<file path="src/hw/rtl/vdn_pkg.sv">
// Package for the vector distance block: widths, codes and shared types.
// Used by every module under hw/rtl.
package vdn_pkg;

    localparam int ELEM_W    = 16;   // Q8.8 element
    localparam int ABS_W     = 16;   // |x - y|, at most 65535
    localparam int SQ_W      = 32;   // (x - y)^2
    localparam int ABS_SUM_W = 24;
    localparam int SQ_SUM_W  = 40;
    localparam int CNT_W     = 9;
    localparam int DIST_W    = 24;
    localparam int OPND_W    = SQ_SUM_W;
    localparam int BIT_W     = 39;   // one-hot trial bit of the root unit

    localparam int MAX_LENGTH = 256;
    localparam logic [CNT_W-1:0] COUNT_CAP = CNT_W'(MAX_LENGTH < 511 ? MAX_LENGTH : 511);

    localparam int QDEPTH = 4;
    localparam int QPTR_W = 2;
    localparam int QCNT_W = 3;
    // headroom kept free for the last-pairs still in the front pipeline
    localparam logic [QCNT_W-1:0] QROOM_MAX = QCNT_W'(QDEPTH - 3);

    localparam int S_TDATA_W = 32;
    localparam int M_TDATA_W = 40;

    localparam logic [1:0] NORM_L1   = 2'd0;
    localparam logic [1:0] NORM_L2   = 2'd1;
    localparam logic [1:0] NORM_LINF = 2'd2;
    localparam logic [1:0] NORM_RSVD = 2'd3;

    typedef struct packed {
        logic              is_root;   // operand needs the square root
        logic [OPND_W-1:0] operand;
        logic [CNT_W-1:0]  count;
    } job_t;

    typedef struct packed {
        logic              empty;
        logic              room;
        logic [QCNT_W-1:0] count;
    } q_stat_t;

endpackage

</file>
<file path="src/hw/rtl/vdn_front.sv">
// Front end: accepts element pairs, forms |x - y| and its square, keeps the
// running sums and pushes one job per vector into the queue. Uses vdn_pkg.
module vdn_front (
    input  logic                          aclk,
    input  logic                          aresetn,
    input  logic [1:0]                    norm_select,
    input  logic                          s_tvalid,
    output logic                          s_tready,
    input  logic [vdn_pkg::S_TDATA_W-1:0] s_tdata,
    input  logic                          s_tlast,
    input  vdn_pkg::q_stat_t              q_stat,
    output logic                          push,
    output vdn_pkg::job_t                 push_job
);
    import vdn_pkg::*;

    logic                 s1_valid_reg, s2_valid_reg;
    logic                 s1_last_reg, s2_last_reg;
    logic [ABS_W-1:0]     s1_abs_reg, s2_abs_reg;
    logic [SQ_W-1:0]      s2_sq_reg;
    logic [ABS_SUM_W-1:0] abs_sum_reg, abs_sum_next;
    logic [SQ_SUM_W-1:0]  sq_sum_reg, sq_sum_next;
    logic [ABS_W-1:0]     max_abs_reg, max_abs_next;
    logic [CNT_W-1:0]     cnt_reg, cnt_next;

    logic                 accept;
    logic [ELEM_W:0]      diff;
    logic [ELEM_W:0]      diff_neg;
    logic [ABS_SUM_W:0]   abs_wide;
    logic [SQ_SUM_W:0]    sq_wide;

    assign s_tready = q_stat.room;
    assign accept   = s_tvalid && s_tready;

    assign diff     = {s_tdata[ELEM_W-1], s_tdata[ELEM_W-1:0]}
                    - {s_tdata[2*ELEM_W-1], s_tdata[2*ELEM_W-1:ELEM_W]};
    assign diff_neg = -diff;

    always_ff @(posedge aclk) begin
        if (!aresetn) begin
            s1_valid_reg <= 1'b0;
            s2_valid_reg <= 1'b0;
        end else begin
            s1_valid_reg <= accept;
            s2_valid_reg <= s1_valid_reg;
        end
        s1_abs_reg  <= diff[ELEM_W] ? diff_neg[ABS_W-1:0] : diff[ABS_W-1:0];
        s1_last_reg <= s_tlast;
        s2_abs_reg  <= s1_abs_reg;
        s2_last_reg <= s1_last_reg;
        s2_sq_reg   <= SQ_W'(s1_abs_reg) * SQ_W'(s1_abs_reg);
    end

    always_comb begin
        abs_wide     = {1'b0, abs_sum_reg} + (ABS_SUM_W+1)'(s2_abs_reg);
        sq_wide      = {1'b0, sq_sum_reg} + (SQ_SUM_W+1)'(s2_sq_reg);
        abs_sum_next = abs_wide[ABS_SUM_W] ? '1 : abs_wide[ABS_SUM_W-1:0];
        sq_sum_next  = sq_wide[SQ_SUM_W] ? '1 : sq_wide[SQ_SUM_W-1:0];
        max_abs_next = (s2_abs_reg > max_abs_reg) ? s2_abs_reg : max_abs_reg;
        cnt_next     = (cnt_reg < COUNT_CAP) ? cnt_reg + 1'b1 : cnt_reg;
    end

    always_ff @(posedge aclk) begin
        if (!aresetn) begin
            abs_sum_reg <= '0;
            sq_sum_reg  <= '0;
            max_abs_reg <= '0;
            cnt_reg     <= '0;
        end else if (s2_valid_reg) begin
            if (s2_last_reg) begin
                abs_sum_reg <= '0;
                sq_sum_reg  <= '0;
                max_abs_reg <= '0;
                cnt_reg     <= '0;
            end else begin
                abs_sum_reg <= abs_sum_next;
                sq_sum_reg  <= sq_sum_next;
                max_abs_reg <= max_abs_next;
                cnt_reg     <= cnt_next;
            end
        end
    end

    assign push = s2_valid_reg && s2_last_reg;

    always_comb begin
        push_job.is_root = 1'b0;
        push_job.count   = cnt_next;
        unique case (norm_select)
            NORM_L1: push_job.operand = OPND_W'(abs_sum_next);
            NORM_L2: begin
                push_job.is_root = 1'b1;
                push_job.operand = sq_sum_next;
            end
            default: push_job.operand = OPND_W'(max_abs_next);
        endcase
    end

endmodule

</file>
<file path="src/hw/rtl/vdn_queue.sv">
// Short job queue between front and back end.
// Uses vdn_pkg for the job type and depth.
module vdn_queue (
    input  logic              aclk,
    input  logic              aresetn,
    input  logic              push,
    input  vdn_pkg::job_t     push_job,
    input  logic              pop,
    output vdn_pkg::job_t     pop_job,
    output vdn_pkg::q_stat_t  q_stat
);
    import vdn_pkg::*;

    job_t              mem [QDEPTH];
    logic [QPTR_W-1:0] wr_ptr_reg, rd_ptr_reg;
    logic [QCNT_W-1:0] count_reg;

    always_ff @(posedge aclk) begin
        if (push) begin
            mem[wr_ptr_reg] <= push_job;
        end
    end

    always_ff @(posedge aclk) begin
        if (!aresetn) begin
            wr_ptr_reg <= '0;
            rd_ptr_reg <= '0;
            count_reg  <= '0;
        end else begin
            if (push) begin
                wr_ptr_reg <= wr_ptr_reg + 1'b1;
            end
            if (pop) begin
                rd_ptr_reg <= rd_ptr_reg + 1'b1;
            end
            if (push && !pop) begin
                count_reg <= count_reg + 1'b1;
            end else if (pop && !push) begin
                count_reg <= count_reg - 1'b1;
            end
        end
    end

    assign pop_job      = mem[rd_ptr_reg];
    assign q_stat.empty = (count_reg == '0);
    assign q_stat.room  = (count_reg <= QROOM_MAX);
    assign q_stat.count = count_reg;

endmodule

</file>
<file path="src/hw/rtl/vdn_back.sv">
// Back end: takes jobs from the queue, runs the bit-serial square root for
// L2 jobs and holds the result in the output register. Uses vdn_pkg.
module vdn_back (
    input  logic                          aclk,
    input  logic                          aresetn,
    input  vdn_pkg::q_stat_t              q_stat,
    input  vdn_pkg::job_t                 pop_job,
    output logic                          pop,
    output logic                          m_tvalid,
    input  logic                          m_tready,
    output logic [vdn_pkg::M_TDATA_W-1:0] m_tdata
);
    import vdn_pkg::*;

    localparam logic [1:0] ST_IDLE = 2'd0;
    localparam logic [1:0] ST_ROOT = 2'd1;
    localparam logic [1:0] ST_DONE = 2'd2;

    logic [1:0]          state_reg, state_next;
    logic [OPND_W-1:0]   rem_reg, rem_next;
    logic [OPND_W-1:0]   res_reg, res_next;
    logic [BIT_W-1:0]    bit_reg, bit_next;
    logic [CNT_W-1:0]    root_cnt_reg, root_cnt_next;
    logic                out_valid_reg, out_valid_next;
    logic [DIST_W-1:0]   dist_reg, dist_next;
    logic [CNT_W-1:0]    cnt_reg, cnt_next;

    logic                out_free;
    logic [OPND_W-1:0]   trial;

    assign out_free = !out_valid_reg || m_tready;
    assign trial    = res_reg + OPND_W'(bit_reg);

    always_comb begin
        state_next     = state_reg;
        rem_next       = rem_reg;
        res_next       = res_reg;
        bit_next       = bit_reg;
        root_cnt_next  = root_cnt_reg;
        dist_next      = dist_reg;
        cnt_next       = cnt_reg;
        out_valid_next = out_valid_reg && !m_tready;
        pop            = 1'b0;
        unique case (state_reg)
            ST_IDLE: begin
                if (!q_stat.empty) begin
                    if (pop_job.is_root) begin
                        pop           = 1'b1;
                        rem_next      = pop_job.operand;
                        res_next      = '0;
                        bit_next      = {1'b1, {(BIT_W-1){1'b0}}};
                        root_cnt_next = pop_job.count;
                        state_next    = ST_ROOT;
                    end else if (out_free) begin
                        pop            = 1'b1;
                        dist_next      = pop_job.operand[DIST_W-1:0];
                        cnt_next       = pop_job.count;
                        out_valid_next = 1'b1;
                    end
                end
            end
            ST_ROOT: begin
                // one result bit per cycle
                if (rem_reg >= trial) begin
                    rem_next = rem_reg - trial;
                    res_next = (res_reg >> 1) + OPND_W'(bit_reg);
                end else begin
                    res_next = res_reg >> 1;
                end
                bit_next = bit_reg >> 2;
                if (bit_reg[0]) begin
                    state_next = ST_DONE;
                end
            end
            ST_DONE: begin
                if (out_free) begin
                    dist_next      = res_reg[DIST_W-1:0];
                    cnt_next       = root_cnt_reg;
                    out_valid_next = 1'b1;
                    state_next     = ST_IDLE;
                end
            end
            default: state_next = ST_IDLE;
        endcase
    end

    always_ff @(posedge aclk) begin
        if (!aresetn) begin
            state_reg     <= ST_IDLE;
            out_valid_reg <= 1'b0;
        end else begin
            state_reg     <= state_next;
            out_valid_reg <= out_valid_next;
        end
        rem_reg      <= rem_next;
        res_reg      <= res_next;
        bit_reg      <= bit_next;
        root_cnt_reg <= root_cnt_next;
        dist_reg     <= dist_next;
        cnt_reg      <= cnt_next;
    end

    assign m_tvalid = out_valid_reg;
    assign m_tdata  = {(M_TDATA_W-DIST_W-CNT_W)'(0), cnt_reg, dist_reg};

endmodule

</file>
<file path="src/hw/rtl/vector_distance_norm.sv">
// Top level of the streaming L1 / L2 / L-infinity vector distance block.
// Instantiates vdn_front, vdn_queue and vdn_back; uses vdn_pkg.
//
// Usage:
//   s_ channel: one element pair per transfer, x and y in signed Q8.8;
//   s_tlast marks the final pair of a vector. m_ channel: one result per
//   vector, the selected distance in unsigned Q16.8 plus the pair count
//   (saturated at 256). cfg_wr_en / cfg_wr_data write the norm select
//   (0 = L1, 1 = L2, 2 = L-infinity); code 3 is ignored. Write it only
//   while no vector is in flight.
// Throughput: one pair per cycle while s_tready is high. A pair passes the
//   s1 and s2 registers of the front pipeline before it reaches the accumulators.
// Path from the last pair to m_tvalid: s1, s2, job queue, output register
//   for L1 and L-infinity; L2 jobs pass the square root unit first, which
//   resolves one result bit per cycle and takes no new job until it is
//   done. Back-to-back short L2 vectors are thus limited by the root unit.
// Stall: up to four finished vectors wait in the job queue; s_tready drops
//   when fewer than three slots are free. m_tdata holds while m_tready is low.
// Reset: clears the accumulators, the queue, the output valid flag and sets
//   the norm select to L1.
module vector_distance_norm (
    input  logic                          aclk,
    input  logic                          aresetn,
    input  logic                          cfg_wr_en,
    input  logic [1:0]                    cfg_wr_data,  // norm_select
    input  logic                          s_tvalid,
    output logic                          s_tready,
    input  logic [vdn_pkg::S_TDATA_W-1:0] s_tdata,      // x_value[15:0], y_value[31:16]
    input  logic                          s_tlast,      // last_element
    output logic                          m_tvalid,
    input  logic                          m_tready,
    output logic [vdn_pkg::M_TDATA_W-1:0] m_tdata       // distance[23:0], element_count[32:24]
);
    import vdn_pkg::*;

    logic [1:0] norm_select_reg;
    logic       push, pop;
    job_t       push_job, pop_job;
    q_stat_t    q_stat;

    always_ff @(posedge aclk) begin
        if (!aresetn) begin
            norm_select_reg <= NORM_L1;
        end else if (cfg_wr_en && cfg_wr_data != NORM_RSVD) begin
            norm_select_reg <= cfg_wr_data;
        end
    end

    vdn_front u_front (
        .aclk        (aclk),
        .aresetn     (aresetn),
        .norm_select (norm_select_reg),
        .s_tvalid    (s_tvalid),
        .s_tready    (s_tready),
        .s_tdata     (s_tdata),
        .s_tlast     (s_tlast),
        .q_stat      (q_stat),
        .push        (push),
        .push_job    (push_job)
    );

    vdn_queue u_queue (
        .aclk     (aclk),
        .aresetn  (aresetn),
        .push     (push),
        .push_job (push_job),
        .pop      (pop),
        .pop_job  (pop_job),
        .q_stat   (q_stat)
    );

    vdn_back u_back (
        .aclk     (aclk),
        .aresetn  (aresetn),
        .q_stat   (q_stat),
        .pop_job  (pop_job),
        .pop      (pop),
        .m_tvalid (m_tvalid),
        .m_tready (m_tready),
        .m_tdata  (m_tdata)
    );

    a_no_overflow: assert property (@(posedge aclk) disable iff (!aresetn)
        push |-> (q_stat.count != QCNT_W'(QDEPTH)) || pop)
        else $error("job queue overflow");

    a_no_underflow: assert property (@(posedge aclk) disable iff (!aresetn)
        pop |-> !q_stat.empty)
        else $error("job queue underflow");

    a_norm_code: assert property (@(posedge aclk) disable iff (!aresetn)
        norm_select_reg != NORM_RSVD)
        else $error("reserved norm code latched");

    a_count_nonzero: assert property (@(posedge aclk) disable iff (!aresetn)
        m_tvalid |-> (m_tdata[DIST_W +: CNT_W] != '0))
        else $error("result with zero element count");

endmodule
</file>
<file path="config.mk">
export PLATFORM = sky130hd
export DESIGN_NAME = vector_distance_norm
export DESIGN_NICKNAME = d
export VERILOG_FILES = /design/src/hw/rtl/vdn_pkg.sv /design/src/hw/rtl/vdn_front.sv /design/src/hw/rtl/vdn_queue.sv /design/src/hw/rtl/vdn_back.sv /design/src/hw/rtl/vector_distance_norm.sv
export SDC_FILE = /design/constraint.sdc
export NUM_CORES = 1
export LEC_CHECK = 0
export BUFFER_PORTS_ARGS = -buffer_cell sky130_fd_sc_hd__buf_2
export CORE_MARGIN = 1.5
export CORE_UTILIZATION = 40
export DETAILED_ROUTE_END_ITERATION = 8
export PLACE_DENSITY = 0.61
export SLEW_MARGIN = 10
export SYNTH_ARGS = -nofsm -noshare
export SYNTH_HDL_FRONTEND = slang
export SYNTH_SLANG_ARGS = --single-unit
export TNS_END_PERCENT = 10
</file>
<file path="constraint.sdc">
create_clock -name aclk -period 7.3 [get_ports aclk]
set_clock_uncertainty 0.2 [all_clocks]
set_input_delay 0.73 -clock aclk [delete_from_list [all_inputs] [get_ports aclk]]
set_output_delay 0.73 -clock aclk [all_outputs]
set_load 0.005 [all_outputs]
</file>
==> qor.txt <==
Status: finished clean
Clock sink count: 511
Initial Utilization: 40.4%
Setup Crit Path Kind: reg2reg
Worst setup EP type: flop
Synth Instances: 3435
Worst EP required: 7.63 ns
Post-Route WL: 81400 um
Setup TNS after final layout: 0 ns
NumNets Final: 3958
FF+latch count, synth: 511
Root Driver: clkbuf_16
Max-slew violation count: 0
Critical Path Start Type: flop
Storage element area: 0.0137 mm2
Final hold violation count: 0
Final Critical Period: 6.77 ns
Core region area: 0.0869 mm2
Synth warnings: 0
Die Wd: 299 um
Tcrit/Tclk final: 92.8%
CTS max path bufs: 3
Initial drt markers: 1210
Post-Syn Area: 0.0351 mm2
H-tree Lvls: 2
WP data arrival: 7.10 ns
Max reg flops: 200
Top post-synthesis cells by area: edfxtp_1, ha_1, dfxtp_1, fa_1, inv_1
Cts repair resizes: 0
Worst-path clk slew: 0.06 ns
Top reg by flops: u_queue.mem
Share of layout cells above drive strength 1: 10.0%
Most frequently used flop master after synthesis: edfxtp_1
Area Overhead vs Synth: 10.0%
Area of the multi-input gates: 0.0197 mm2
Die Area: 0.0896 mm2
Tightest Hold Check Type: in2reg
DR WL met2: 38600 um
Grt ovf: 0
DRC errors left: 0
Post-synthesis simple-gate area fraction: 12.8%
Hold path startpoint: s_tlast
Worst-path fanout max: 21
Area fraction of the dominant cell type after synthesis: 29.2%
Mux cell area share after synthesis: 4.96%
M1 WL: 37800 um
Site Rows: 108
Max-Cap Viols: 0
DR vias/cell: 5.34
Detail Route Antenna Nets: 0
Vias in the first global route: 25.0k
CTS Buf Count: 55
Setup bufs post-CTS: 0
Hold path depth: 1
Critical Path Start: u_front.s1_abs_reg[1]
Largest family of logic cells by synthesized area: adder cells
RSZ-0062 raised after global routing: no
Hold_buf cts: 0
Slew margin rel.: 18.5%
Worst slew pin tran: 1.22 ns
Compound-gate portion of the synthesized area: 13.8%
GPL Wtd Cong: 0.909
Sequential area share after synthesis: 38.8%
Post-Synth Adder-Cell Area: 19.0%
Worst r2r path cells: 18
Pin count of the biggest net entering global routing: 85
DR vias: 25.0k
Max Fclk: 148 MHz
Hpwl dp: 60400 um
Clock Latency Late Sink: 0.63 ns
Commonest cells after routing, fill and taps aside: inv_1, edfxtp_1, nand2_1
Number of port buffers: 74
Fillers: 8231
Post-Synth XOR/XNOR Area: 5.31%
GRT Overall Usage: 18.0%
Top layer in use: met4
Setup violators final: 0
First-pass GRT wire length: 131000 um
Cell taking the most area after synthesis: edfxtp_1
Die span in y: 299 um
EDFF count, synth: 342
Post-DR wirelength/cell: 17.4 um
CTS tree: yes
Reg2reg start: u_front.s1_abs_reg[1]
WL met3: 3380 um
Initial antenna violation count: 2
Leading cell type in the layout, fill and taps excluded: inv_1
Post-synth ARST share: 0%
Boundary Pins: 82
1st-pass router iterations: 5
Mean Syn Cell Area: 10.2 um2
Yosys cell types: 91
## critical path: stages (launching register included)
cell and delay (ns):
dfxtp_1 0.83, nand2_1 0.18, fa_1 0.55, fa_1 0.49
inv_1 0.05, fa_1 0.52, fa_1 0.44, fa_1 0.54
inv_1 0.05, fa_1 0.53, inv_1 0.04, ha_1 0.35
and3_1 0.20, a31oi_1 0.34, o221ai_1 0.29, a221oi_1 0.55
o21ai_0 0.18, a21oi_1 0.20, xnor2_1 0.13
## stage by stage
stage / instance area [um2] / setup WS (ns) / instances / hold WS (ns) / utilization (%)
4_1_cts: 38700 / 0.477 / 4680 / 0.00137 / 44.5
3_3_place_gp: 36800 / 0.663 / 4580 / 0.205 / 42.3
6_report: 38700 / 0.526 / 4681 / 0.0336 / 44.5
2_1_floorplan: 35200 / 1.04 / 3441 / 0.110 / -
3_5_place_dp: 36800 / 0.508 / 4580 / 0.205 / 42.3
5_1_grt: 38700 / 0.120 / 4680 / 0.0140 / 44.5
## path summary, 6_finish.rpt
check | endpoint | slack, ns
hold reg to reg | u_front.s2_abs_reg[8] | 0.21
setup reg to reg | u_front.s2_sq_reg[31] | 0.53
setup / recovery | u_front.s2_sq_reg[31] | 0.53
hold / removal | u_front.s1_last_reg | 0.03
## routing by layer
metal	global-route usage, %	up-vias
met2	30.9	536
li1	-	12200
met3	1.81	110
met5	0	-
met1	24.5	12100
met4	4.26	0
## synth_stat cells (43+ instances only)
library cell  count
inv_1           344
edfxtp_1        342
nand2_1         312
ha_1            271
nor2_1          266
a21oi_1         174
dfxtp_1         169
fa_1            165
o21ai_0         165
xnor2_1         115
xor2_1           98
clkbuf_1         86
and2_1           82
a21o_1           69
nor3_1           61
mux4_2           50
nand3_1          46
nor2b_1          43
## logic make-up (layout without fill, tap and decap cells)
logic type / count (synthesis) / in the layout
buffers and inverters: 474 / 558
muxes: 107 / 107
other: 1 / 8
and+or+nand+nor: 955 / 955
adders and majority gates: 436 / 436
DFF: 511 / 511
xor gates and xnor gates: 213 / 213
AOI/OAI and AO/OA: 738 / 738
## cell type report
type,count,area share (%)
multi-input combinational,2456,51.0
sequential,511,35.3
clock buffer,69,3.94
tap,1155,3.74
inverter,345,3.35
timing repair buffer,113,1.75
clock inverter,31,0.906
antenna,1,0.00647
Power is left out: the tool's default activity adds up to more than one toggle a clock period on the data nets, which glitch-free logic cannot reach.
